===== src/rtl/lprt_pkg.sv =====
// ============================================================================
// lprt_pkg
// Shared types, codes and helpers for the longest-prefix route table.
// ============================================================================
package lprt_pkg;

    // default table size
    localparam int TABLE_ENTRIES_DEF = 64;

    // field widths
    localparam int CMD_W    = 2;
    localparam int ADDR_W   = 32;
    localparam int LEN_W    = 6;
    localparam int IFACE_W  = 4;
    localparam int STATUS_W = 2;
    localparam int CFG_AW   = 3;

    // longest legal prefix
    localparam logic [LEN_W-1:0] MAX_LEN = 6'd32;

    // command codes
    localparam logic [CMD_W-1:0] CMD_ADD    = 2'd0;
    localparam logic [CMD_W-1:0] CMD_DEL    = 2'd1;
    localparam logic [CMD_W-1:0] CMD_LOOKUP = 2'd2;

    // status codes
    localparam logic [STATUS_W-1:0] STATUS_DONE   = 2'd0;
    localparam logic [STATUS_W-1:0] STATUS_DUP    = 2'd1;
    localparam logic [STATUS_W-1:0] STATUS_FULL   = 2'd2;
    localparam logic [STATUS_W-1:0] STATUS_ABSENT = 2'd3;

    // register index (address bit 2)
    localparam logic REG_DEFAULT_IFACE = 1'b0;
    localparam logic REG_DEFAULT_NH    = 1'b1;

    // one table slot as held in memory
    typedef struct packed {
        logic              valid;
        logic [ADDR_W-1:0] prefix;
        logic [LEN_W-1:0]  length;
        logic [IFACE_W-1:0] iface;
        logic [ADDR_W-1:0] next_hop;
    } t_entry;

    // one response
    typedef struct packed {
        logic [STATUS_W-1:0] status;
        logic                hit;
        logic [IFACE_W-1:0]  iface;
        logic [ADDR_W-1:0]   next_hop;
    } t_result;

    // netmask for a prefix length of 0..32
    function automatic logic [ADDR_W-1:0] len_mask(input logic [LEN_W-1:0] len);
        return ~({ADDR_W{1'b1}} >> len);
    endfunction

endpackage


===== src/rtl/lprt_mem.sv =====
// ============================================================================
// lprt_mem
// Route slot memory: one write port, one read port, registered read data.
// ============================================================================
module lprt_mem #(
    parameter int DEPTH = lprt_pkg::TABLE_ENTRIES_DEF,
    parameter int AW    = $clog2(DEPTH)
) (
    input  logic             i_clk,
    input  logic             i_we,
    input  logic [AW-1:0]    i_waddr,
    input  lprt_pkg::t_entry i_wdata,
    input  logic             i_re,
    input  logic [AW-1:0]    i_raddr,
    output lprt_pkg::t_entry o_rdata
);

    lprt_pkg::t_entry mem [DEPTH];
    lprt_pkg::t_entry r_rdata;

    // write port
    always_ff @(posedge i_clk) begin
        if (i_we) begin
            mem[i_waddr] <= i_wdata;
        end
    end

    // read port
    always_ff @(posedge i_clk) begin
        if (i_re) begin
            r_rdata <= mem[i_raddr];
        end
    end

    assign o_rdata = r_rdata;

endmodule


===== config.mk =====
export PLATFORM = sky130hd
export DESIGN_NAME = lprt_mem
export DESIGN_NICKNAME = d
export VERILOG_FILES = /design/src/rtl/lprt_pkg.sv /design/src/rtl/lprt_mem.sv
export SDC_FILE = /design/constraint.sdc
export NUM_CORES = 2
export LEC_CHECK = 0
export BUFFER_PORTS_ARGS = -buffer_cell sky130_fd_sc_hd__buf_4
export CORE_AREA = 2 2 727 729
export DETAILED_ROUTE_END_ITERATION = 16
export DIE_AREA = 0 0 729 731
export GPL_TIMING_DRIVEN = 0
export PLACE_DENSITY = 0.46
export SETUP_SLACK_MARGIN = 0.2
export SLEW_MARGIN = 40
export SYNTH_ARGS = -nofsm -noshare
export SYNTH_HDL_FRONTEND = slang
export SYNTH_MEMORY_MAX_BITS = 65536
export SYNTH_SLANG_ARGS = --single-unit

===== constraint.sdc =====
create_clock -name i_clk -period 11.8 [get_ports i_clk]
set_input_delay 1.18 -clock i_clk [delete_from_list [all_inputs] [get_ports i_clk]]
set_output_delay 1.18 -clock i_clk [all_outputs]
set_load 0.01 [all_outputs]

---- Word-level counts from Yosys, hierarchy flattened ----
Memory sizes are Yosys's and may differ from the RTL's. A register that Yosys moved wholly into a read port is not among the register bits.
Index checks and enable logic that the tools add are counted.
operators by class
  mux-type cells .......................... 2
operators with widths
  kind    count
  $mux 1  2
storage, ports and cells
  register bits after elaboration ......... 0
  bits in writable memories ............... 4800
  bits of input ports ..................... 90
  output and inout port bits .............. 75
  logic and storage cells ................. 3
  memories ................................ 1
memory list
  memory  words  bits a word  read ports  clocked after memory_dff  wr ports  line            text
  mem     64     75           1           1                         1         lprt_mem.sv:18  lprt_pkg::t_entry mem [DEPTH];

---- Longest topological paths before layout ----
  depth in word-level cells ............... 2
  depth in mapped cells ................... 9
  gate-level depth less buffers ........... 4

---- Least setup slack after synthesis ----
Ideal clock, no wire load.
  path type ............................... input port to flip-flop
  start ................................... in i_waddr[3]
  end ..................................... mem mem[48][0] (netlist bit) (enable)
  setup time .............................. 0.600 ns
  arrival ................................. 6.790 ns
  data required time ...................... 11.200 ns
  slack ................................... 4.411 ns
  stages .................................. 4
  buffers on the path ..................... 1
  cell sequence ........................... clkbuf_1 -> nor2b_1 -> nand4b_1 -> nor3_1
RTL lines
  what         line            text
  from (decl)  lprt_mem.sv:11  input logic [AW-1:0] i_waddr,
  to (decl)    lprt_mem.sv:18
Straight into the memory's write port.

==> metrics.cfg <==
[floorplanning]
fp.dieArea_um2 = 533000
start_util = 0.348
core_um2 = 526000
rows = 267
ios = 165
die_w_um = 729
fp.dieH_um = 731

[synthesis]
ys_ff_latch = 4875
ys_types = 27
ys_seq_area_frac = 0.799
synthFlopType = edfxtp_1
synth_async_sr_flop_share = 0
synth_edf_count = 4875
avgSynthCellArea_um2 = 24.1
synthCells = 7605
syn-num-nets = 7695
synth_area_um2 = 183000
yosysWarnings = 0

[setup_path]
critPathMaxStageDelay_ns = 0.73
cpLargestDelayFamily = buffers and inverters
criticalPathCategory = in2reg
crit_chain = buf_2 -> buf_4 -> buf_4 -> buf_4 -> buf_2 -> mux4_2 -> a22oi_1 -> nand3b_1 -> o211a_1
cp.arrival_ns = 4.94
critPathBufInv = 5
critPathMaxFanout = 10
worst_setup_path_end_kind = flop
startpoint_type = input pin
path_common_cell = buf_4
cpMaxStageDelayCell = buf_4
required_ns = 12.51

[placement]
dpl.hpwl_mm = 476
io_buffers = 157
place_congestion = 0.767
place_area_um2 = 207000

[power]
p_total_mw = 37.7
ir_drop_mv = 0.171
power_density_nw_per_um2 = 169
p_leak_nw = 70.7

[cells_and_area]
design_area_um2 = 224000
postLayoutCoreUtil = 0.425
layout.nets = 9025
most-common-layout-cells = 4875 x edfxtp_1, 1200 x mux4_2, 552 x clkbuf_16
fill_cells = 44900
drive_above_1_share = 0.342
mostFrequentLayoutCell = edfxtp_1
syn2layout_area_growth_pct = 22.1

[drt]
vias_per_cell = 5.77
vias = 94600
post_drt_wl_per_cell_um = 40.8
wl_mm = 668
route.detailed.drc = 0
drt_first_pass_iters = 5
ant_nets = 0
drtIter0Drc = 13000

[timing]
timing.setup.tns_ns = 0
fin_worst_skew_ns = 0.0382
tightest_slew_ns = 0.917
setup_violations = 0
slew_headroom = 0.387
slew_violations = 0
finalHoldViolCount = 0
finalCriticalPeriod_ns = 4.23
rsz0062_at_grt = no
period_share = 0.358
clock.fmax_ghz = 0.237

[cts]
clkTransAtPathRegs_ns = 0.06
htreeDepth = 6
cts_tree = yes
cts.sinks = 4875
postCtsResizedCells = 0
cts_made_buffers = 544
cts_hold_repair.buffers = 0
insertion_delay_ns = 1.05
ctsLongestPathBuffers = 4
postCtsSetupRepairBufs = 0
root_buffer = clkbuf_16

[grt]
antenna_found_initial = 71
grt_pass1_vias = 94000
track_usage = 0.247
grt_max_degree = 65
grt_overflow = 0
grt_first_pass_wirelength_mm = 875

[worst_hold_path]
hold_path.class = in2reg

[outcome]
status = complete, no violations

[run]
drv_cap = 0

## through the flow
| step | worst slack (ns) | hold slack, ns | instances |
|---|---|---|---|
| floorplan | 4.41 | 0.856 | 7605 |
| global placement | -7.47 | 0.989 | 14800 |
| detailed placement | 6.52 | 0.982 | 15400 |
| CTS | 7.66 | 0.466 | 16300 |
| global route | 7.67 | 0.484 | 16400 |
| finish | 7.57 | 0.519 | 16400 |
## cell type report
class	instances	area [um2]	share of cell area
Tap cell	6994	8750	0.0391
Clock inverter	282	2560	0.0114
Clock buffer	681	14300	0.0639
Antenna cell	39	97.6	0.000436
Sequential cell	4875	146000	0.654
Multi-Input combinational cell	2294	35400	0.158
Buffer	436	2380	0.0106
Timing Repair Buffer	784	14000	0.0624
## sequential cells by signal (all words and copies together), names as in the netlist
name,count
mem,4800
o_rdata,75
## Yosys cell counts, types with 52 or more instances
library cell / number / share of area
clkbuf_1: 162 / 0.0033
o221ai_1: 52 / 0.0025
mux4_2: 1200 / 0.15
mux2i_1: 122 / 0.0067
o22ai_1: 149 / 0.0051
o211a_1: 75 / 0.0041
buf_2: 200 / 0.0055
nor2_1: 118 / 0.0024
edfxtp_1: 4875 / 0.80
a22oi_1: 300 / 0.012
nand3_1: 134 / 0.0037
a211oi_1: 74 / 0.0030
## cells by family after synthesis
kind of cell / Yosys count / share of synthesized area
simple gates: 321 / 0.00855
compound gates: 651 / 0.0270
buf+inv: 436 / 0.0117
mux: 1322 / 0.154
flops: 4875 / 0.799
## final timing paths
| check | start | end | slack [ns] | cells after the start |
|---|---|---|---|---|
| min reg2reg | mem[12][34] | o_rdata[34] | 0.97 | 4 |
| min | i_re | o_rdata[38] | 0.52 | 1 |
| max reg2reg | mem[32][46] | o_rdata[46] | 8.96 | 4 |
| max | i_raddr[1] | o_rdata[46] | 7.57 | 9 |
## worst register-to-register path, stage by stage, from the launching register on
cell and delay, ns:
edfxtp_1 0.36, mux4_2 0.47, a22oi_1 0.32, nand3b_1 0.72, o211a_1 0.62
## metal layers
layer,vias up,track usage,share of wire
met5,-,0,0.00024
met4,22,0.0853,0.040
met3,977,0.0421,0.076
met2,4766,0.411,0.49
met1,52800,0.329,0.40
li1,36100,-,-
## power by group
group	total [mW]	switching [mW]	internal [mW]	leakage, nW
combinational	2.09	1.42	0.679	18.5
clock	16.4	7.03	9.36	8.23
sequential	19.2	0.0324	19.2	43.9
total	37.7	8.47	29.3	70.7
No activity file was read; power rests on OpenSTA's default activity.
