==> src/rtl/lprt_pkg.sv <==
// ============================================================================
// lprt_pkg
// Shared types, codes and helpers for the longest-prefix route table.
// ============================================================================
package lprt_pkg;

    // default table size
    localparam int TABLE_ENTRIES_DEF = 64;

    // field widths
    localparam int CMD_W    = 2;
    localparam int ADDR_W   = 32;
    localparam int LEN_W    = 6;
    localparam int IFACE_W  = 4;
    localparam int STATUS_W = 2;
    localparam int CFG_AW   = 3;

    // longest legal prefix
    localparam logic [LEN_W-1:0] MAX_LEN = 6'd32;

    // command codes
    localparam logic [CMD_W-1:0] CMD_ADD    = 2'd0;
    localparam logic [CMD_W-1:0] CMD_DEL    = 2'd1;
    localparam logic [CMD_W-1:0] CMD_LOOKUP = 2'd2;

    // status codes
    localparam logic [STATUS_W-1:0] STATUS_DONE   = 2'd0;
    localparam logic [STATUS_W-1:0] STATUS_DUP    = 2'd1;
    localparam logic [STATUS_W-1:0] STATUS_FULL   = 2'd2;
    localparam logic [STATUS_W-1:0] STATUS_ABSENT = 2'd3;

    // register index (address bit 2)
    localparam logic REG_DEFAULT_IFACE = 1'b0;
    localparam logic REG_DEFAULT_NH    = 1'b1;

    // one table slot as held in memory
    typedef struct packed {
        logic              valid;
        logic [ADDR_W-1:0] prefix;
        logic [LEN_W-1:0]  length;
        logic [IFACE_W-1:0] iface;
        logic [ADDR_W-1:0] next_hop;
    } t_entry;

    // one response
    typedef struct packed {
        logic [STATUS_W-1:0] status;
        logic                hit;
        logic [IFACE_W-1:0]  iface;
        logic [ADDR_W-1:0]   next_hop;
    } t_result;

    // netmask for a prefix length of 0..32
    function automatic logic [ADDR_W-1:0] len_mask(input logic [LEN_W-1:0] len);
        return ~({ADDR_W{1'b1}} >> len);
    endfunction

endpackage

==> src/rtl/lprt_cfg.sv <==
// ============================================================================
// lprt_cfg
// Register file for the default route, written and read over the bus port.
// ============================================================================
module lprt_cfg (
    input  logic                         i_clk,
    input  logic                         i_rst_n,
    input  logic                         i_psel,
    input  logic                         i_penable,
    input  logic                         i_pwrite,
    input  logic [lprt_pkg::CFG_AW-1:0]  i_paddr,
    input  logic [31:0]                  i_pwdata,
    output logic [31:0]                  o_prdata,
    output logic [lprt_pkg::IFACE_W-1:0] o_def_iface,
    output logic [lprt_pkg::ADDR_W-1:0]  o_def_nh
);

    logic [lprt_pkg::IFACE_W-1:0] r_def_iface;
    logic [lprt_pkg::ADDR_W-1:0]  r_def_nh;
    logic                         wr_en;

    assign wr_en = i_psel & i_penable & i_pwrite;

    // register writes
    always_ff @(posedge i_clk) begin
        if (!i_rst_n) begin
            r_def_iface <= '0;
            r_def_nh    <= '0;
        end else if (wr_en) begin
            case (i_paddr[2])
                lprt_pkg::REG_DEFAULT_IFACE: r_def_iface <= i_pwdata[lprt_pkg::IFACE_W-1:0];
                lprt_pkg::REG_DEFAULT_NH:    r_def_nh    <= i_pwdata;
                default:                     r_def_nh    <= r_def_nh;
            endcase
        end
    end

    // read mux
    always_comb begin
        case (i_paddr[2])
            lprt_pkg::REG_DEFAULT_IFACE: o_prdata = {28'd0, r_def_iface};
            lprt_pkg::REG_DEFAULT_NH:    o_prdata = r_def_nh;
            default:                     o_prdata = '0;
        endcase
    end

    assign o_def_iface = r_def_iface;
    assign o_def_nh    = r_def_nh;

endmodule

==> config.mk <==
export PLATFORM = sky130hd
export DESIGN_NAME = lprt_cfg
export DESIGN_NICKNAME = d
export VERILOG_FILES = /design/src/rtl/lprt_pkg.sv /design/src/rtl/lprt_cfg.sv
export SDC_FILE = /design/constraint.sdc
export NUM_CORES = 1
export LEC_CHECK = 0
export BUFFER_PORTS_ARGS = -buffer_cell sky130_fd_sc_hd__buf_2
export CAP_MARGIN = 5
export CORE_MARGIN = 1.5
export CORE_UTILIZATION = 45
export DETAILED_ROUTE_END_ITERATION = 7
export GPL_TIMING_DRIVEN = 0
export PLACE_DENSITY = 0.81
export SYNTH_ARGS = -nofsm -noshare
export SYNTH_HDL_FRONTEND = slang
export SYNTH_SLANG_ARGS = --single-unit
==> constraint.sdc <==
create_clock -name i_clk -period 1.6 [get_ports i_clk]
set_input_delay 0.32 -clock i_clk [delete_from_list [all_inputs] [get_ports i_clk]]
set_output_delay 0.32 -clock i_clk [all_outputs]
set_load 0.1 [all_outputs]
=== Word-level counts from Yosys, hierarchy flattened ===
Cells that the tools add are included.
Widths: inputs -> output; s select.

* Register bits: 36
* Input port bits: 40
* Output and inout port bits: 68

* Muxes and demuxes: 1
* Bitwise gates (word level): 3
* Reduce and logical (&&, ||, !) cells: 2

{| class="wikitable"
|+ Operators with widths
! operator !! count
|-
| $pmux 32 s2 || 1
|-
| $reduce_and 2->1 || 2
|-
| $and 1x1->1 || 2
|-
| $not 1->1 || 1
|}

=== Depth between registers and ports, before layout ===
* Depth in word-level cells: 3
* Depth in mapped cells: 5
* Mapped depth without buffers: 2

=== Worst setup path after synthesis ===
Ideal clock, no wire load.

* Kind: register to output
* Start point: register r_def_nh, in the netlist o_def_nh[10]
* End point: output port o_prdata[10]
* Arrival: 1.813 ns
* Required time: 1.280 ns
* Setup slack: -0.533 ns
* Stages on the path, launching flop included: 2
* Buffers on the path: 0
* Cells stage by stage: dfxtp_1 and2_1

* Word-level cells in the longest chain between the ends: 1

{| class="wikitable"
|+ RTL lines
! what !! line !! source
|-
| start, declared || lprt_cfg.sv:19 || <nowiki>logic [lprt_pkg::ADDR_W-1:0] r_def_nh;</nowiki>
|-
| start signal, assigned || lprt_cfg.sv:32 || <nowiki>lprt_pkg::REG_DEFAULT_NH: r_def_nh <= i_pwdata;</nowiki>
|-
| start signal, assigned || lprt_cfg.sv:33 || <nowiki>default: r_def_nh <= r_def_nh;</nowiki>
|-
| $pmux 32 s2 || lprt_cfg.sv:40 || <nowiki>case (i_paddr[2])</nowiki>
|-
| end, declared || lprt_cfg.sv:13 || <nowiki>output logic [31:0] o_prdata,</nowiki>
|}

No other way between the ends.

=== Final worst setup path ===
* Start point: input port i_paddr[2] (netlist bit)
* End point: output port o_prdata[2]

* Word-level cells in the longest chain between the ends: 2

{| class="wikitable"
|+ RTL lines
! what !! line !! source
|-
| start, declared || lprt_cfg.sv:11 || <nowiki>input logic [lprt_pkg::CFG_AW-1:0] i_paddr,</nowiki>
|-
| $not 1->1 (no source line) || n/a ||
|-
| $pmux 32 s2 * || lprt_cfg.sv:40 ||
|}

Mark *: on every way between the ends. The rest lies on a longest branch, timed or not.

==> flow_metrics.py <==
metrics = {
    "cells_and_area": {
        "antenna_cells": 0,
        "stdcell_area_sq_mm": 0.00253,
        "nFillCells": 316,
        "final_common_cell": "buf_2",
        "areaGrowthSynthToFinish_pct": 49.3,
        "final_cell_mix": "buf_2, nand2_1, mux2i_1, dfxtp_2, and2_2",
        "nets": 340,
        "drive_gt1_share_pct": 63.1,
    },
    "die": {
        "design.die.area_sq_mm": 0.00414,
        "core_area_sq_mm": 0.00363,
        "start_util_pct": 46.6,
        "die_w_microns": 64.3,
        "ioPinCount": 108,
        "die_y_microns": 64.3,
        "placementRows": 22,
    },
    "clocking": {
        "cts_buffer_depth": 2,
        "cts-buffers-inserted": 5,
        "clk_latency_ps": 290,
        "clock-sinks": 36,
        "root_buffer": "clkbuf_8",
        "cts_setup_buffers": 0,
        "cts_max_level": 2,
        "clk_pin_slew_ps": 80,
        "cts_tree": "built",
        "ctsResizeCount": 24,
        "hold_buffers": 0,
    },
    "grt": {
        "overflow": 0,
        "antenna_found_initial": 0,
        "grt_pass1_vias": 1559,
        "grt_pass1_wl_microns": 6790,
        "track_usage_pct": 21.1,
        "grt_max_degree": 13,
    },
    "timing": {
        "final.setup_skew_ps": 0,
        "slew_violations": 0,
        "setup_violations": 0,
        "rsz0062_at_grt": "false",
        "setup_ws_ps": 49.2,
        "period_minus_slack_ps": 1550,
        "slew_headroom_pct": 66.8,
        "finalHoldViolCount": 0,
        "fin_crit_sh_pct": 96.9,
        "clock.fmax_mhz": 645,
        "worst_pin_slew_ps": 502,
    },
    "power_and_ir_drop": {
        "total_leakage_power_nw": 1.29,
        "ir_drop_mv": 0.590,
        "power_mw": 2.16,
        "power.density_mw_per_mm2": 855,
    },
    "logic_synthesis": {
        "seq_area_frac_synth_pct": 42.6,
        "syn_nets": 229,
        "avgSynthCellArea_sq_um": 8.96,
        "ys_seq_elements": 36,
        "syn_area_sq_mm": 0.00169,
        "ys_types": 11,
        "syn_inst": 189,
        "yosys_warnings": 0,
    },
    "route": {
        "drt_iter0_markers": 63,
        "viasPerCell": 4.77,
        "drtAntennaViolNets": 0,
        "via_count": 1666,
        "routedWlPerCell_microns": 12.0,
        "drc_errors": 0,
        "firstDrtPassIters": 4,
        "drt_wl_total_microns": 4180,
    },
    "place": {
        "io_buffers": 104,
        "place_ws_ps": -194,
        "dpl_cell_area_sq_mm": 0.00235,
        "post-dp-hpwl_microns": 3080,
        "globalplace.congestion": 0.763,
    },
    "setup_path": {
        "cp_data_required_time_ps": 1280,
        "cp_max_fo": 10,
        "crit_type": "input port to output pin",
        "worstPathArrival_ps": 1230,
        "crit_path_end_kind": "output pin",
        "worst_setup_path_start_kind": "input port",
    },
    "worst_hold_path": {
        "hold_class": "input port to flip-flop",
    },
    "status": {
        "status": "complete, no violations",
    },
    "run": {
        "max_cap_viol_count": 0,
    },
}
## sequential cells by signal, indices dropped and copies added, names as in the netlist
register / cells
o_def_nh: 32
o_def_iface: 4
## through the flow
step                util, %  hold slack, ps  std cells  TNS, ps
finish                 69.6             260        349        0
detailed placement     64.7             451        341    -3330
global route           69.6             258        349        0
global placement       64.7             442        341    -2700
floorplan                 -             455        189     -292
CTS                    69.4             261        349        0
## cells by family (layout without fill, tap and decap cells)
logic type,after synthesis,after routing,share of synthesized area (%)
buffers and inverters,15,127,7.02
flip-flops,36,36,42.6
multiplexers,40,40,23.9
AND/OR/NAND/NOR,98,98,26.5
## final timing paths
check / start / to / slack (ps) / cells past startpoint
worst max register to register: o_def_iface[0] / o_def_iface[0] / 970 / 2
worst min-delay path: i_pwdata[6] / o_def_nh[6] / 260 / 3
worst max-delay path: i_paddr[2] / o_prdata[2] / 50 / 4
worst min register to register: o_def_nh[26] / o_def_nh[26] / 460 / 2
## routing by layer
layer | share of wire [%] | vias to the layer above | routed length, microns | GRT usage (%)
met5 | 0 | - | 0 | 0
met4 | 1.3 | 0 | 55 | 7.45
met3 | 7.5 | 7 | 315 | 6.16
met2 | 51 | 64 | 2120 | 38.9
met1 | 40 | 769 | 1690 | 22.5
li1 | - | 826 | - | -
## power breakdown
| part | internal (mW) | total [mW] | switching, mW |
|---|---|---|---|
| sequential | 0.919 | 0.932 | 0.0135 |
| combinational | 0.109 | 0.429 | 0.321 |
| clock | 0.461 | 0.799 | 0.338 |
## synth_stat cells
master	count	area, sq um
and4_1	1	8.76
buf_2	5	25.0
buf_12	3	60.1
mux2i_1	36	360
clkbuf_1	6	22.5
and2_1	28	175
mux2_2	4	45.0
nand4b_1	1	8.76
dfxtp_1	36	721
buf_6	1	11.3
nand2_1	68	255
## critical path: stages
cell and delay, ps:
buf_2 170, buf_6 160, mux2_2 340, buf_4 230
## area by class of cell
cell class / count / area [sq um] / share of cell area, %
clock inverters: 3 / 42.5 / 1.68
multi-input cells: 138 / 888 / 35.1
well taps: 48 / 60.1 / 2.38
clock buffers: 5 / 68.8 / 2.72
flip-flops and latches: 36 / 764 / 30.2
plain buffers: 15 / 128 / 5.05
repair buffers: 104 / 576 / 22.8
Power figures use the tool's default switching activity.
