<file path="src/rtl/lprt_pkg.sv">
// ============================================================================
// lprt_pkg
// Shared types, codes and helpers for the longest-prefix route table.
// ============================================================================
package lprt_pkg;

    // default table size
    localparam int TABLE_ENTRIES_DEF = 64;

    // field widths
    localparam int CMD_W    = 2;
    localparam int ADDR_W   = 32;
    localparam int LEN_W    = 6;
    localparam int IFACE_W  = 4;
    localparam int STATUS_W = 2;
    localparam int CFG_AW   = 3;

    // longest legal prefix
    localparam logic [LEN_W-1:0] MAX_LEN = 6'd32;

    // command codes
    localparam logic [CMD_W-1:0] CMD_ADD    = 2'd0;
    localparam logic [CMD_W-1:0] CMD_DEL    = 2'd1;
    localparam logic [CMD_W-1:0] CMD_LOOKUP = 2'd2;

    // status codes
    localparam logic [STATUS_W-1:0] STATUS_DONE   = 2'd0;
    localparam logic [STATUS_W-1:0] STATUS_DUP    = 2'd1;
    localparam logic [STATUS_W-1:0] STATUS_FULL   = 2'd2;
    localparam logic [STATUS_W-1:0] STATUS_ABSENT = 2'd3;

    // register index (address bit 2)
    localparam logic REG_DEFAULT_IFACE = 1'b0;
    localparam logic REG_DEFAULT_NH    = 1'b1;

    // one table slot as held in memory
    typedef struct packed {
        logic              valid;
        logic [ADDR_W-1:0] prefix;
        logic [LEN_W-1:0]  length;
        logic [IFACE_W-1:0] iface;
        logic [ADDR_W-1:0] next_hop;
    } t_entry;

    // one response
    typedef struct packed {
        logic [STATUS_W-1:0] status;
        logic                hit;
        logic [IFACE_W-1:0]  iface;
        logic [ADDR_W-1:0]   next_hop;
    } t_result;

    // netmask for a prefix length of 0..32
    function automatic logic [ADDR_W-1:0] len_mask(input logic [LEN_W-1:0] len);
        return ~({ADDR_W{1'b1}} >> len);
    endfunction

endpackage

</file>
<file path="src/rtl/lprt_ctrl.sv">
// ============================================================================
// lprt_ctrl
// Command sequencer: clears the table after reset, scans every slot once per
// request to find the key, the first free slot and the longest match, then
// writes back and hands the response on.
// ============================================================================
module lprt_ctrl #(
    parameter int TABLE_ENTRIES = lprt_pkg::TABLE_ENTRIES_DEF,
    parameter int AW            = $clog2(TABLE_ENTRIES)
) (
    input  logic                          i_clk,
    input  logic                          i_rst_n,
    // request side
    input  logic                          i_req_valid,
    output logic                          o_idle,
    input  logic [lprt_pkg::CMD_W-1:0]    i_cmd,
    input  logic [lprt_pkg::ADDR_W-1:0]   i_address,
    input  logic [lprt_pkg::LEN_W-1:0]    i_prefix_len,
    input  logic [lprt_pkg::IFACE_W-1:0]  i_iface,
    input  logic [lprt_pkg::ADDR_W-1:0]   i_next_hop,
    // default route
    input  logic [lprt_pkg::IFACE_W-1:0]  i_def_iface,
    input  logic [lprt_pkg::ADDR_W-1:0]   i_def_nh,
    // response side
    output logic                          o_res_valid,
    input  logic                          i_res_ready,
    output lprt_pkg::t_result             o_res,
    // memory
    output logic                          o_mem_we,
    output logic [AW-1:0]                 o_mem_waddr,
    output lprt_pkg::t_entry              o_mem_wdata,
    output logic                          o_mem_re,
    output logic [AW-1:0]                 o_mem_raddr,
    input  lprt_pkg::t_entry              i_mem_rdata
);

    localparam logic [1:0] ST_CLEAR = 2'd0;
    localparam logic [1:0] ST_IDLE  = 2'd1;
    localparam logic [1:0] ST_SCAN  = 2'd2;
    localparam logic [1:0] ST_DONE  = 2'd3;

    localparam logic [AW:0]   CNT_END = (AW+1)'(TABLE_ENTRIES);
    localparam logic [AW-1:0] IDX_END = AW'(TABLE_ENTRIES - 1);

    logic [1:0]                   r_state, n_state;
    logic [AW:0]                  r_cnt;
    logic                         r_dly_vld;
    logic [AW-1:0]                r_dly_idx;

    logic [lprt_pkg::CMD_W-1:0]   r_cmd;
    logic [lprt_pkg::ADDR_W-1:0]  r_addr;
    logic [lprt_pkg::ADDR_W-1:0]  r_key;
    logic [lprt_pkg::LEN_W-1:0]   r_len;
    logic [lprt_pkg::IFACE_W-1:0] r_iface;
    logic [lprt_pkg::ADDR_W-1:0]  r_nh;

    logic                         r_found;
    logic [AW-1:0]                r_found_idx;
    logic                         r_free;
    logic [AW-1:0]                r_free_idx;
    logic                         r_best;
    logic [lprt_pkg::LEN_W-1:0]   r_best_len;
    logic [lprt_pkg::IFACE_W-1:0] r_best_iface;
    logic [lprt_pkg::ADDR_W-1:0]  r_best_nh;

    logic [lprt_pkg::LEN_W-1:0]   req_len;
    logic                         key_hit;
    logic                         lpm_hit;
    logic                         wb_add;
    logic                         wb_del;
    logic                         leave_done;

    // clamp the prefix length on entry
    assign req_len = (i_prefix_len > lprt_pkg::MAX_LEN) ? lprt_pkg::MAX_LEN : i_prefix_len;

    // compare the slot that came back from memory
    assign key_hit = i_mem_rdata.valid && (i_mem_rdata.length == r_len)
                     && (i_mem_rdata.prefix == r_key);
    assign lpm_hit = i_mem_rdata.valid
                     && ((r_addr & lprt_pkg::len_mask(i_mem_rdata.length)) == i_mem_rdata.prefix)
                     && (!r_best || (i_mem_rdata.length > r_best_len));

    // write-back decision
    assign leave_done = (r_state == ST_DONE) && i_res_ready;
    assign wb_add     = (r_cmd == lprt_pkg::CMD_ADD) && !r_found && r_free;
    assign wb_del     = (r_cmd == lprt_pkg::CMD_DEL) && r_found;

    // memory port drive
    always_comb begin
        o_mem_we    = 1'b0;
        o_mem_waddr = r_cnt[AW-1:0];
        o_mem_wdata = '0;
        o_mem_re    = 1'b0;
        o_mem_raddr = r_cnt[AW-1:0];
        case (r_state)
            ST_CLEAR: begin
                o_mem_we = 1'b1;
            end
            ST_SCAN: begin
                o_mem_re = (r_cnt != CNT_END);
            end
            ST_DONE: begin
                o_mem_we    = leave_done && (wb_add || wb_del);
                o_mem_waddr = wb_add ? r_free_idx : r_found_idx;
                if (wb_add) begin
                    o_mem_wdata.valid    = 1'b1;
                    o_mem_wdata.prefix   = r_key;
                    o_mem_wdata.length   = r_len;
                    o_mem_wdata.iface    = r_iface;
                    o_mem_wdata.next_hop = r_nh;
                end
            end
            default: begin
            end
        endcase
    end

    // next state
    always_comb begin
        n_state = r_state;
        case (r_state)
            ST_CLEAR: if (r_cnt[AW-1:0] == IDX_END) n_state = ST_IDLE;
            ST_IDLE:  if (i_req_valid) n_state = ST_SCAN;
            ST_SCAN:  if (!o_mem_re && !r_dly_vld) n_state = ST_DONE;
            ST_DONE:  if (i_res_ready) n_state = ST_IDLE;
            default:  n_state = ST_IDLE;
        endcase
    end

    // control registers
    always_ff @(posedge i_clk) begin
        if (!i_rst_n) begin
            r_state   <= ST_CLEAR;
            r_cnt     <= '0;
            r_dly_vld <= 1'b0;
            r_found   <= 1'b0;
            r_free    <= 1'b0;
            r_best    <= 1'b0;
        end else begin
            r_state   <= n_state;
            r_dly_vld <= o_mem_re;
            if (r_state == ST_CLEAR || o_mem_re) begin
                r_cnt <= r_cnt + 1'b1;
            end else if (r_state == ST_IDLE) begin
                r_cnt <= '0;
            end
            if (r_state == ST_IDLE && i_req_valid) begin
                r_found <= 1'b0;
                r_free  <= 1'b0;
                r_best  <= 1'b0;
            end else if (r_dly_vld) begin
                if (key_hit && !r_found) r_found <= 1'b1;
                if (!i_mem_rdata.valid && !r_free) r_free <= 1'b1;
                if (lpm_hit) r_best <= 1'b1;
            end
        end
    end

    // request capture and scan results
    always_ff @(posedge i_clk) begin
        r_dly_idx <= r_cnt[AW-1:0];
        if (r_state == ST_IDLE && i_req_valid) begin
            r_cmd   <= i_cmd;
            r_addr  <= i_address;
            r_len   <= req_len;
            r_key   <= i_address & lprt_pkg::len_mask(req_len);
            r_iface <= i_iface;
            r_nh    <= i_next_hop;
        end
        if (r_dly_vld) begin
            if (key_hit && !r_found) r_found_idx <= r_dly_idx;
            if (!i_mem_rdata.valid && !r_free) r_free_idx <= r_dly_idx;
            if (lpm_hit) begin
                r_best_len   <= i_mem_rdata.length;
                r_best_iface <= i_mem_rdata.iface;
                r_best_nh    <= i_mem_rdata.next_hop;
            end
        end
    end

    // response build
    always_comb begin
        o_res = '0;
        case (r_cmd)
            lprt_pkg::CMD_ADD: begin
                if (r_found)     o_res.status = lprt_pkg::STATUS_DUP;
                else if (r_free) o_res.status = lprt_pkg::STATUS_DONE;
                else             o_res.status = lprt_pkg::STATUS_FULL;
            end
            lprt_pkg::CMD_DEL: begin
                o_res.status = r_found ? lprt_pkg::STATUS_DONE : lprt_pkg::STATUS_ABSENT;
            end
            lprt_pkg::CMD_LOOKUP: begin
                o_res.hit      = r_best;
                o_res.iface    = r_best ? r_best_iface : i_def_iface;
                o_res.next_hop = r_best ? r_best_nh : i_def_nh;
            end
            default: begin
            end
        endcase
    end

    assign o_res_valid = (r_state == ST_DONE);
    assign o_idle      = (r_state == ST_IDLE);

endmodule

</file>
<file path="config.mk">
export PLATFORM = sky130hd
export DESIGN_NAME = lprt_ctrl
export DESIGN_NICKNAME = d
export VERILOG_FILES = /design/src/rtl/lprt_pkg.sv /design/src/rtl/lprt_ctrl.sv
export SDC_FILE = /design/constraint.sdc
export NUM_CORES = 1
export LEC_CHECK = 0
export BUFFER_PORTS_ARGS = -buffer_cell sky130_fd_sc_hd__buf_2
export CORE_ASPECT_RATIO = 1.2
export CORE_MARGIN = 2
export CORE_UTILIZATION = 45
export CTS_BUF_LIST = sky130_fd_sc_hd__clkbuf_16
export CTS_CLUSTER_DIAMETER = 60
export CTS_CLUSTER_SIZE = 10
export DETAILED_ROUTE_END_ITERATION = 10
export PLACE_DENSITY_LB_ADDON = 0.05
export SYNTH_ARGS = -nofsm -noshare
export SYNTH_HDL_FRONTEND = slang
export SYNTH_SLANG_ARGS = --single-unit
</file>
<file path="constraint.sdc">
create_clock -name i_clk -period 10.35 [get_ports i_clk]
set_input_delay 1.5525 -clock i_clk [delete_from_list [all_inputs] [get_ports i_clk]]
set_output_delay 1.5525 -clock i_clk [all_outputs]
set_load 0.01 [all_outputs]
</file>
# ---- Word level (Yosys, flattened, before mapping)
# Cells that the tools add are included.
dict set report op_classes {
  n_addsub 1
  multipliers 0
  div_mod_pow 0
  order_cmp 2
  eq_ne 14
  shift 2
  mux 21
  bitwise_logic 5
  reduce_logical 30
}
# operator count
set ops {}
lappend ops {{75-bit 2-to-1 mux} 2}
lappend ops {{32-bit AND} 2}
lappend ops {{32-bit == test} 2}
lappend ops {{32-bit inverter} 2}
lappend ops {{32-bit by 6-bit >> shifter with 32-bit output (first input constant)} 2}
lappend ops {{37-bit 2-to-1 mux} 1}
lappend ops {{32-bit 2-to-1 mux} 1}
lappend ops {{6-bit 2-to-1 mux} 3}
lappend ops {{2-bit 2-to-1 mux} 7}
lappend ops {{7-bit 2-to-1 mux} 2}
lappend ops {{1-bit logical AND} 13}
lappend ops {{2-bit one-hot mux with 4 select lines} 1}
lappend ops {{7-bit by 1-bit adder with 7-bit output (second input constant)} 1}
lappend ops {{7-bit inequality test (second input constant)} 1}
lappend ops {{2-bit == test (second input constant)} 3}
lappend ops {{6-bit == test} 1}
lappend ops {{6-bit == test (second input constant)} 1}
lappend ops {{6-bit greater-than comparator} 1}
lappend ops {{6-bit greater-than comparator (second input constant)} 1}
lappend ops {{1-bit logical NOT} 6}
lappend ops {{2-bit inequality test (second input constant)} 3}
lappend ops {{2-bit AND reduction} 3}
lappend ops {{2-bit by 1-bit == test with 1-bit output (second input constant)} 2}
lappend ops {{2-bit logical NOT} 2}
lappend ops {{other kinds (10)} 12}
dict set report totals {
  regBits 181
  latchBits 0
  ram_bits 0
  romBits 0
  out_inout_bits 130
  word_cells 93
  memories 0
}

# ---- Logic depth before layout (Yosys ltp)
# Gate-level depths: netlist of the first run.
dict set report depth {
  word_depth 7
  ltp_mapped 10
}

# ---- Worst setup path after synthesis of the first run
# Ideal clock, no wire load.
dict set report synth_path {
  path_kind {input-to-reg}
  start {input port i_mem_rdata[40] (netlist name)}
  end {register r_best_iface[0] (netlist name) (enable)}
  arrival_ps 4566
  required_ps 9928
  setup_slack_ps 5363
  path_stages 8
  path_buffers 2
  cell_sequence {buf_6 -> or3_1 -> buf_2 -> o21ai_2 -> xor2_1 -> nand4_1 -> or4_4 -> nor4_4}
}
dict set report synth_between {
  elab_chain_cells 7
}
# element line
set synth_lines {}
lappend synth_lines {{start: declaration} lprt_ctrl.sv:34} ;# input lprt_pkg::t_entry i_mem_rdata
lappend synth_lines {{32-bit by 6-bit >> shifter with 32-bit output} lprt_pkg.sv:55} ;# return ~({ADDR_W{1'b1}} >> len);
lappend synth_lines {{32-bit inverter} lprt_pkg.sv:55}
lappend synth_lines {{32-bit AND} lprt_ctrl.sv:80} ;# && ((r_addr & lprt_pkg::len_mask(i_mem_rdata.length)) == i_mem_rdata.prefix)
lappend synth_lines {{32-bit == test} lprt_ctrl.sv:80}
lappend synth_lines {{1-bit logical AND} lprt_ctrl.sv:80}
lappend synth_lines {{1-bit logical AND *} lprt_ctrl.sv:81} ;# && (!r_best || (i_mem_rdata.length > r_best_len));
lappend synth_lines {{2-bit AND reduction (no source line) *} n/a}
lappend synth_lines {{end signal: assignment} lprt_ctrl.sv:175} ;# r_best_iface <= i_mem_rdata.iface;
lappend synth_lines {{end: declaration} lprt_ctrl.sv:63} ;# logic [lprt_pkg::IFACE_W-1:0] r_best_iface;
# Every way passes the cells marked *; elsewhere a longest branch is shown, timed or not.
# A chain may end at the register's enable or synchronous reset.

# ---- Worst setup path in the final report of the first run
dict set report layout_path {
  start {register r_cmd[0] (netlist name)}
  end {output port o_mem_waddr[5]}
}
dict set report layout_between {
  elab_chain_cells 5
}
# element line
set layout_lines {}
lappend layout_lines {{start: declaration} lprt_ctrl.sv:50} ;# logic [lprt_pkg::CMD_W-1:0] r_cmd;
lappend layout_lines {{start signal: assignment} lprt_ctrl.sv:163} ;# r_cmd <= i_cmd;
lappend layout_lines {{2-bit logical NOT} lprt_ctrl.sv:85} ;# assign wb_add = (r_cmd == lprt_pkg::CMD_ADD) && !r_found && r_free;
lappend layout_lines {{1-bit logical AND (2 in a row)} lprt_ctrl.sv:85}
lappend layout_lines {{6-bit 2-to-1 mux} lprt_ctrl.sv:104} ;# o_mem_waddr = wb_add ? r_free_idx : r_found_idx;
lappend layout_lines {{6-bit 2-to-1 mux} lprt_ctrl.sv:95} ;# case (r_state)
lappend layout_lines {{end: declaration} lprt_ctrl.sv:30} ;# output logic [AW-1:0] o_mem_waddr,
# Every way passes these cells.

==> impl_metrics.csv, run 1 <==
group,metric,value,unit
status,status,"completed",
synthesis,yosys.area_share.simple,16.5,%
synthesis,synth-async-reset-ratio,0,%
floorplanning,rows,56,
synthesis,ys_seq_area_share,57.8,%
pwr,power,1560,uW
synthesis,synth_fa_ha_area_share,1.79,%
detailed_routing,wl_met2,14000,um
detailed_routing,wl_per_cell,20.8,um
pwr,p_leak,0.00502,uW
timing,slew-limit-headroom,39.1,%
flow_run,drv_cap,0,
worst_setup_path,critPathLaunch,"r_cmd[0]$_DFFE_PP_",
synthesis,yosys.area.top_type_share,53.6,%
synthesis,synthCells,779,
synthesis,synth_area_leaders,"edfxtp_1 (54%), and3_1 (5.7%), mux2i_1 (5.0%)",
timing,setup_tns,0,ns
synthesis,ys.flop_type,"edfxtp_1",
clocking,cts_buffers,17,
clocking,insertion_delay,0.42,ns
global_routing,grt_pass1_wl,42100,um
timing,hold_viol_final,0,
placement,hpwlAfterDp,21300,um
clocking,cts-resized-gates,0,
detailed_routing,drt-pass1-iter-count,5,
worst_setup_path,r2r_cells,6,
timing,final-setup-viol-count,0,
worst_setup_path,worst_ep_required_time,8.80,ns
synthesis,synth_cell_types,62,
detailed_routing,wl_met1,11100,um
worst_setup_path,startpoint_type,"register",
detailed_routing,drtAntennaViolNets,0,
timing,period_share,43.0,%
clocking,path_clk_slew,0.07,ns
detailed_routing,dr.first_iter.drc_count,537,
detailed_routing,highest_layer,"met4",
synthesis,syn_avg_cell_area,11.6,um2
worst_hold_path,hold_path_class,"reg -> reg",
clocking,clockBufferDepth,2,
cells_and_area,post-route-util,58.0,%
global_routing,antenna_found_initial,2,
worst_hold_path,worstHoldPathCells,0,
timing,fin_crit,4.46,ns
worst_setup_path,timing.rr.end,"r_best_nh[31]$_DFFE_PP_",
timing,rsz0062_at_grt,"no",
cells_and_area,syn_to_final_growth,26.0,%
worst_hold_path,min_from,"r_dly_idx[3]$_DFF_P_",
worst_setup_path,reg2reg_slack,7.52,ns
floorplanning,dieArea,21300,um2
detailed_routing,vias,7308,
clocking,cts_sinks,181,
clocking,cts_tree,"built",
pwr,power_density,137,nW/um2
detailed_routing,drt-total-wl,28000,um
global_routing,grt_pass1_vias,7038,
pwr,vdd_drop_max,0.105,mV
synthesis,synth_area_leader_cell,"edfxtp_1",
floorplanning,die_x,134,um
floorplanning,io_pins,321,
detailed_routing,route.detailed.drc,0,
timing,fin_skew,0.00938,ns
synthesis,synth-edff-count,162,
synthesis,synth_mux_area_share,5.09,%
worst_hold_path,min_to,"r_found_idx[3]$_DFFE_PP_",
detailed_routing,wl_met3,1940,um
timing,drv_slew,0,
worst_setup_path,crit_type,"reg -> out",
clocking,cts_hold_buf,0,
synthesis,ys_ff_latch,181,
worst_setup_path,worstSetupEndpointType,"primary output",
clocking,cts-root-buf,"clkbuf_16",
clocking,htreeDepth,4,
synthesis,synth_compound_area_share,9.65,%
synthesis,synth_top_family_by_area,"simple AND/OR/NAND/NOR gates",
synthesis,synthesis.area,9070,um2
global_routing,grt_overflow,0,
timing,worst_pin_slew,0.914,ns
cells_and_area,finalNetCount,1273,
cells_and_area,drive_gt1_share,34.1,%
clocking,postCtsSetupRepairBufs,0,
timing,clock.fmax,224,MHz
detailed_routing,viasPerCell,5.43,
floorplanning,start_util,46.1,%
floorplanning,core-area,19700,um2
synthesis,yosysWarnings,0,
worst_setup_path,worstPathArrival,2.90,ns
worst_setup_path,reg2reg_from,"r_addr[24]$_DFFE_PP_",
placement,portBuffers,320,
floorplanning,chipHeight,160,um
global_routing,grt.total_usage,26.2,%
synthesis,syn_nets,983,
global_routing,grt_max_degree,73,
synthesis,synth-xor-area-share,5.12,%
placement,gp_congestion,0.957,
worst_setup_path,crit_fanout,70,
-- critical path, stage by stage (launching register included) --
cell and delay [ns]:
edfxtp_1 0.43, nand2b_1 0.20, nor3_2 0.60, buf_4 0.65, mux2i_1 0.16, a21oi_1 0.23
buf_2 0.17
-- Yosys cell counts, drive strengths merged (19+ instances only) --
library cell  number
xor2              46
and3              82
o21ai             27
buf               21
edfxtp           162
a21oi             19
nor2              65
clkbuf            35
inv               31
mux2i             45
dfxtp             19
nor2b             28
nand2             23
-- metal layers --
layer  vias to the layer above  track usage [%]
met5                         -                0
met4                         0             11.5
met3                        53             5.03
met2                       366             44.3
met1                      3449             32.7
li1                       3440                -
-- area by class of cell --
| cell class | instances | area [um2] |
|---|---|---|
| fill | 1759 | 8260 |
| sequential | 181 | 5250 |
| multi-input combinational | 510 | 3470 |
| timing repair buffer | 327 | 1650 |
| clock buffer | 17 | 425 |
| tap | 261 | 327 |
| clock inverter | 15 | 183 |
| inverter | 32 | 120 |
| antenna | 2 | 5.00 |
-- power breakdown --
| part | switching [uW] | internal (uW) | leakage [uW] | total, uW |
|---|---|---|---|---|
| Sequential | 2.82 | 796 | 0.00162 | 799 |
| Clock | 317 | 328 | 0.000291 | 644 |
| Combinational | 67.9 | 53.5 | 0.00311 | 121 |
-- how the worst max path moves through the flow --
stage                                end  slack, ns
3_5_place_dp     r_best_nh[30]$_DFFE_PP_       5.77
4_1_cts                   o_mem_waddr[5]       5.81
3_3_place_gp     r_best_nh[30]$_DFFE_PP_       5.77
5_1_grt                   o_mem_waddr[5]       5.66
6_report                  o_mem_waddr[5]       5.89
2_1_floorplan  r_best_iface[0]$_DFFE_PP_       5.36
-- layout by cell type, fill, tap and decap left out, types with 10 or more instances in the layout --
cell type  Yosys  layout
nand4_1       10      10
mux2i_1       45      45
clkbuf_16      0      17
a21boi_1      15      15
nand3_1       13      13
inv_1         30      30
ha_1          13      12
nor4_1        10      10
and3_1        82      82
o21ai_0       19      19
dfxtp_1       19      18
o21a_1        14      14
nor2b_1       28      28
buf_2          8     320
nand2_1       23      23
xor2_1        46      46
a21oi_1       19      19
nor2_1        65      65
edfxtp_1     162     162
-- per-stage QoR --
step	worst slack, ns	area (um2)	hold slack, ns	std cells
6_report	5.89	11400	0.432	1345
5_1_grt	5.66	11400	0.453	1345
4_1_cts	5.81	11400	0.431	1343
3_5_place_dp	5.77	10800	0.413	1311
3_3_place_gp	5.77	10800	0.406	1311
2_1_floorplan	5.36	9070	0.398	779
-- sequential cells by signal (all words and copies together), names as in the netlist --
| signal | flops |
|---|---|
| r_dly_vld | 1 |
| r_state | 2 |
| r_len | 6 |
| r_best_len | 6 |
| r_found_idx | 6 |
| r_cnt | 7 |
| r_key | 32 |
| r_nh | 32 |
| r_free_idx | 6 |
| r_iface | 4 |
| r_addr | 32 |
| r_dly_idx | 6 |
| r_cmd | 2 |
| r_found | 1 |
| r_best_nh | 32 |
| r_best_iface | 4 |
| r_best | 1 |
| r_free | 1 |
-- cells by family after synthesis --
| group | count (synthesis) |
|---|---|
| compound gates | 126 |
| xor+xnor | 53 |
| fa+ha+maj | 13 |
| buf+inv | 88 |
| flops | 181 |
| mux | 46 |
| simple gates | 272 |
Note: power is estimated with default switching activity, not from simulation.
==> run 2: changes to the inputs <==
--- a/config.mk
+++ b/config.mk
@@ -5,6 +5,7 @@
 export SDC_FILE = /design/constraint.sdc
 export NUM_CORES = 1
 export LEC_CHECK = 0
+export ABC_AREA = 1
 export BUFFER_PORTS_ARGS = -buffer_cell sky130_fd_sc_hd__buf_2
 export CORE_ASPECT_RATIO = 1.2
 export CORE_MARGIN = 2
==> constraint.sdc (replaced) <==
create_clock -name i_clk -period 4.2 [get_ports i_clk]
set_input_delay 0.63 -clock i_clk [delete_from_list [all_inputs] [get_ports i_clk]]
set_output_delay 0.63 -clock i_clk [all_outputs]
set_load 0.01 [all_outputs]
==> run 2 against run 1 <==
  * Design area rose by 1.1%
  * Cell count up 19%
  * Clock-buffer cell count stayed put
  * Global-route usage fell by 0.97 points
  * Critical endpoint is now o_mem_wdata[53]
  * Hold slack got worse by 0.066 ns
  * Largest power group unchanged
  * Die area grew 1.6%
  * Flip-flop and latch count did not move
  * Combinational power grew to 7.3 times the previous value
  * Sequential share of layout area is 0.51 points lower
  * Total power increased to 3.1 times the previous value
==> impl_metrics.csv, run 2 <==
group,metric,value,unit
synthesis,synth_top_family_by_area,"simple AND/OR/NAND/NOR gates",
synthesis,ys_seq_area_share,56.9,%
synthesis,ys_ff_latch,181,
placement,hpwlAfterDp,21100,um
floorplanning,core-area,20200,um2
floorplanning,start_util,45.7,%
synthesis,yosysWarnings,0,
global_routing,grt_use_met1,29.5,%
detailed_routing,drt-total-wl,27500,um
synthesis,synth_compound_area_share,7.03,%
clocking,cts-resized-gates,0,
timing,setup_tns,0,ns
pwr,swShare,29.2,%
clocking,cts_sinks,181,
global_routing,grt_max_degree,61,
timing,clock.fmax,319,MHz
floorplanning,rows,57,
global_routing,grt_overflow,0,
detailed_routing,drt-pass1-iter-count,6,
global_routing,met3_usage,4.67,%
synthesis,synth_area_leader_cell,"edfxtp_1",
synthesis,synth_fa_ha_area_share,1.76,%
detailed_routing,dr.first_iter.drc_count,519,
pwr,p_comb_share,18.3,%
worst_setup_path,crit_type,"reg -> out",
synthesis,synthCells,1022,
detailed_routing,route.detailed.drc,0,
synthesis,synth-edff-count,162,
synthesis,yosys-top-cells-count,"nand2_1 (319), edfxtp_1 (162), nor2_1 (135), inv_1 (101), a21oi_1 (55)",
cells_and_area,finalNetCount,1530,
pwr,vdd_drop_max,0.279,mV
worst_setup_path,startpoint_type,"register",
synthesis,synthesis.area,9220,um2
pwr,power.internal,3430,uW
global_routing,grt.total_usage,25.3,%
floorplanning,chipHeight,161,um
synthesis,synth.most_common_cell,"nand2_1",
synthesis,syn_avg_cell_area,9.02,um2
detailed_routing,wl_per_cell,17.1,um
placement,dp.cells,1572,
timing,drv_slew,0,
clocking,htreeDepth,4,
synthesis,yosys.area_share.simple,23.8,%
placement,gp_congestion,1.00,
pwr,power_density,420,nW/um2
status,status,"completed",
synthesis,synth_cell_types,42,
pwr,p_leak,0.00523,uW
pwr,power.share.clock,34.8,%
clocking,clockBufferDepth,2,
clocking,path_clk_slew,0.07,ns
flow_run,drv_cap,0,
synthesis,synth-xor-area-share,3.14,%
synthesis,ys.flop_type,"edfxtp_1",
timing,final-setup-viol-count,0,
detailed_routing,vias,8081,
clocking,cts-root-buf,"clkbuf_16",
detailed_routing,drtAntennaViolNets,0,
worst_setup_path,worst_ep_required_time,3.57,ns
floorplanning,io_pins,321,
detailed_routing,viasPerCell,5.03,
floorplanning,dieArea,21700,um2
synthesis,synth_mux_area_share,0,%
timing,period_share,74.6,%
global_routing,met2_usage,46.3,%
worst_setup_path,worstPathArrival,2.50,ns
pwr,sequentialPowerShare,46.9,%
timing,hold_viol_final,0,
global_routing,antenna_found_initial,2,
clocking,cts_hold_buf,0,
synthesis,yosys.area.top_type_share,52.8,%
synthesis,synth-async-reset-ratio,0,%
pwr,switching_power,1420,uW
clocking,cts_tree,"built",
timing,whs,0.366,ns
timing,slew-limit-headroom,21.2,%
clocking,insertion_delay,0.43,ns
synthesis,synth_area_leaders,"edfxtp_1 (53%), nand2_1 (13%), nor2_1 (5.5%)",
worst_setup_path,worstSetupEndpointType,"primary output",
clocking,postCtsSetupRepairBufs,0,
worst_hold_path,hold_path_class,"in -> reg",
clocking,cts_buffers,17,
cells_and_area,drive_gt1_share,27.6,%
global_routing,busiest_layer,"met2",
cells_and_area,syn_to_final_growth,25.3,%
cells_and_area,layout_commonest_cell,"buf_2",
floorplanning,die_x,135,um
placement,portBuffers,320,
cells_and_area,final_cells,1607,
timing,fin_skew,0.0106,ns
timing,worst_pin_slew,1.18,ns
timing,fin_crit,3.13,ns
timing,rsz0062_at_grt,"no",
cells_and_area,layout_common_cells,"buf_2 (320), nand2_1 (319), edfxtp_1 (162)",
worst_setup_path,crit_fanout,45,
global_routing,grt_pass1_wl,41500,um
global_routing,grt_pass1_vias,7666,
synthesis,syn_nets,1226,
[run 2: cell count changes after synthesis, sizes merged, moves of 37 or more]
| cell | change |
|---|---|
| nor2 | +73 |
| mux2i | -45 |
| and3 | -82 |
| inv | +74 |
| a21oi | +37 |
| nand2 | +298 |
[run 2: worst paths after layout]
kind                                         startpoint                 endpoint  slack, ns  cells after the start
worst max-delay path            r_state[0]$_SDFFE_PN0P_          o_mem_wdata[53]       1.07                      5
worst min-delay path                     i_next_hop[27]       r_nh[27]$_DFFE_PP_       0.37                      1
worst max register to register  r_best_len[5]$_DFFE_PP_  r_best_nh[11]$_DFFE_PP_       1.87                     13
worst min register to register    r_cnt[2]$_SDFFE_PN0P_     r_dly_idx[2]$_DFF_P_       0.42                      0
[run 2: metrics by stage]
step | setup WS [ns] | power (uW) | area, um2 | utilization (%)
global placement | 1.25 | 3190 | 10900 | 54.1
CTS | 1.00 | 4880 | 11500 | 57.2
floorplan | 0.830 | 2850 | 9220 | -
global route | 0.849 | 5050 | 11500 | 57.2
detailed placement | 1.17 | 3200 | 10900 | 54.1
finish | 1.07 | 4850 | 11600 | 57.2
[run 2: critical path, cell delays in order (launching register included)]
cell and delay [ns]:
dfxtp_1 0.35, ha_1 0.40, inv_2 0.66, buf_4 0.40, nor2_1 0.08, buf_2 0.15
[run 2: cell families (layout without fill, tap and decap cells)]
kind of cell,count (synthesis),after routing
buffers and inverters,147,464
xor gates and xnor gates,33,33
and+or+nand+nor,534,534
DFF,181,181
AOI/OAI and AO/OA,114,114
other,0,3
adders and majority gates,13,13
[run 2: cell type report]
cell class | count | area, um2
well taps | 265 | 332
repair buffers | 327 | 1650
fillers | 1889 | 8630
clock buffers | 17 | 425
inverters | 105 | 402
multi-input cells | 694 | 3290
clock inverters | 15 | 194
flip-flops and latches | 181 | 5250
diodes | 3 | 7.51
[run 2: per-layer routing]
metal	vias up	routed length, um
met5	-	0
met3	41	1640
met4	0	631
met1	3731	10700
li1	3982	-
met2	327	14500
[run 2: power groups by stage]
| stage | registers, uW | clock network, uW | logic [uW] |
|---|---|---|---|
| after global placement | 2310 | 0 | 878 |
| after global routing | 2290 | 1780 | 986 |
| after detailed placement | 2310 | 0 | 886 |
| after floorplan | 2290 | 0 | 558 |
| final | 2280 | 1690 | 889 |
| after CTS | 2270 | 1710 | 893 |
==> run 3: changes to the inputs <==
==> constraint.sdc (replaced) <==
create_clock -name i_clk -period 3.2 [get_ports i_clk]
set_input_delay 0.48 -clock i_clk [delete_from_list [all_inputs] [get_ports i_clk]]
set_output_delay 0.48 -clock i_clk [all_outputs]
set_load 0.01 [all_outputs]
==> run 3 against run 2 <==
  * Sequential power increased by 31%
  * Cell count up 0.25%
  * Core utilization is 0.14 points higher
  * Worst setup slack worse by 0.58 ns
  * Clock skew is essentially flat
  * Critical endpoint unchanged
  * Largest cell class unchanged
  * Largest power group unchanged
  * Highest routed layer unchanged
==> impl_metrics.csv, run 3 (synthesized netlist as in run 2, its figures left out) <==
group,metric,value,unit
floorplanning,start_util,45.7,%
worst_setup_path,crit_fanout,56,
clocking,cts_buffers,17,
pwr,power_density,536,nW/um2
global_routing,grt_max_degree,68,
global_routing,antenna_found_initial,2,
worst_hold_path,hold_path_class,"in -> reg",
flow_run,drv_cap,0,
detailed_routing,wl_per_cell,16.9,um
cells_and_area,drive_gt1_share,28.1,%
worst_setup_path,worstSetupEndpointType,"primary output",
clocking,cts_tree,"built",
worst_setup_path,max_stage_delay,0.54,ns
clocking,cts-root-buf,"clkbuf_16",
clocking,cts_hold_buf,0,
pwr,vdd_drop_max,0.360,mV
timing,hold_viol_final,0,
cells_and_area,final_cells,1611,
timing,drv_slew,0,
worst_setup_path,path_cells,"nor4_4, buf_4, nand2_1, nor2_1, buf_2",
detailed_routing,vias,8051,
cells_and_area,finalNetCount,1535,
worst_setup_path,worst_ep_required_time,2.72,ns
clocking,cts_sinks,181,
detailed_routing,dr.first_iter.drc_count,534,
cells_and_area,layout_common_cells,"buf_2 (320), nand2_1 (319), edfxtp_1 (162)",
timing,fin_skew,0.0105,ns
timing,final-setup-viol-count,0,
status,status,"completed",
cells_and_area,syn_to_final_growth,25.6,%
worst_setup_path,slowest_stage,"buf_4",
floorplanning,io_pins,321,
timing,rsz0062_at_grt,"no",
clocking,clockBufferDepth,2,
global_routing,grt_overflow,0,
timing,worst_pin_slew,1.07,ns
global_routing,grt.total_usage,24.6,%
detailed_routing,drtAntennaViolNets,0,
pwr,p_leak,0.00523,uW
detailed_routing,drt-total-wl,27200,um
detailed_routing,route.detailed.drc,0,
timing,setup_tns,0,ns
placement,portBuffers,320,
placement,gp_congestion,0.910,
detailed_routing,viasPerCell,5.00,
clocking,htreeDepth,4,
worst_setup_path,worstPathArrival,2.23,ns
worst_setup_path,crit_family,"buffers and inverters",
timing,period_share,84.6,%
cells_and_area,layout_commonest_cell,"buf_2",
global_routing,grt_pass1_vias,7477,
clocking,insertion_delay,0.43,ns
timing,slew-limit-headroom,28.3,%
timing,fin_crit,2.71,ns
placement,dp.cells,1577,
worst_setup_path,startpoint_type,"register",
worst_setup_path,crit_type,"reg -> out",
timing,clock.fmax,369,MHz
floorplanning,rows,57,
clocking,postCtsSetupRepairBufs,0,
floorplanning,die_x,135,um
detailed_routing,drt-pass1-iter-count,7,
clocking,cts-resized-gates,0,
placement,hpwlAfterDp,21000,um
floorplanning,chipHeight,161,um
global_routing,grt_pass1_wl,40400,um
worst_setup_path,cp.buffers_inverters,2,
clocking,path_clk_slew,0.08,ns
floorplanning,dieArea,21700,um2
floorplanning,core-area,20200,um2
run 3: cell types whose count changed in the layout (fill, tap and decap cells not counted):
cell and delta:
inv_8 +1, clkinv_8 +3, bufinv_16 -3, buf_12 +2, inv_1 -1, diode_2 -1
buf_4 +3, clkinvlp_4 +2, inv_4 -1, clkinv_4 -1, clkinv_1 -1, clkinv_2 +1
run 3: worst paths after layout:
check	from	end	slack [ns]	depth (start not counted)
worst max-delay path	r_cmd[0]$_DFFE_PP_	o_mem_wdata[53]	0.49	5
worst min-delay path	i_next_hop[30]	r_nh[30]$_DFFE_PP_	0.22	1
worst max register to register	r_state[0]$_SDFFE_PN0P_	r_state[0]$_SDFFE_PN0P_	1.05	6
worst min register to register	r_cnt[2]$_SDFFE_PN0P_	r_dly_idx[2]$_DFF_P_	0.41	0
run 3: layout make-up:
cell class	count	area [um2]
Tap cell	265	332
Multi-Input combinational cell	694	3290
Timing Repair Buffer	332	1720
Antenna cell	2	5.00
Fill cell	1896	8600
Clock inverter	15	160
Sequential cell	181	5250
Inverter	105	403
Clock buffer	17	425
run 3: power breakdown:
part | leakage [uW] | switching (uW) | total (uW) | internal [uW]
logic | 0.00332 | 763 | 1170 | 409
clock network | 0.000282 | 1010 | 2060 | 1050
registers | 0.00163 | 131 | 2980 | 2850
total | 0.00523 | 1900 | 6210 | 4310
run 3: metal layers:
| metal | vias up | wire length [um] | track usage (%) |
|---|---|---|---|
| li1 | 3991 | - | - |
| met1 | 3683 | 10500 | 28.3 |
| met2 | 326 | 14200 | 44.9 |
| met3 | 51 | 1600 | 4.64 |
| met4 | 0 | 847 | 9.47 |
| met5 | - | 0 | 0 |
run 3: stage by stage:
step	hold WS [ns]	power (uW)	setup slack (ns)	cell area, um2	utilization [%]
global placement	0.404	4200	0.645	11000	54.5
CTS	0.195	6260	0.449	11600	57.4
detailed placement	0.401	4210	0.625	11000	54.5
finish	0.218	6210	0.492	11600	57.4
global route	0.190	6490	0.326	11600	57.4
floorplan	0.376	3740	0.397	9220	-
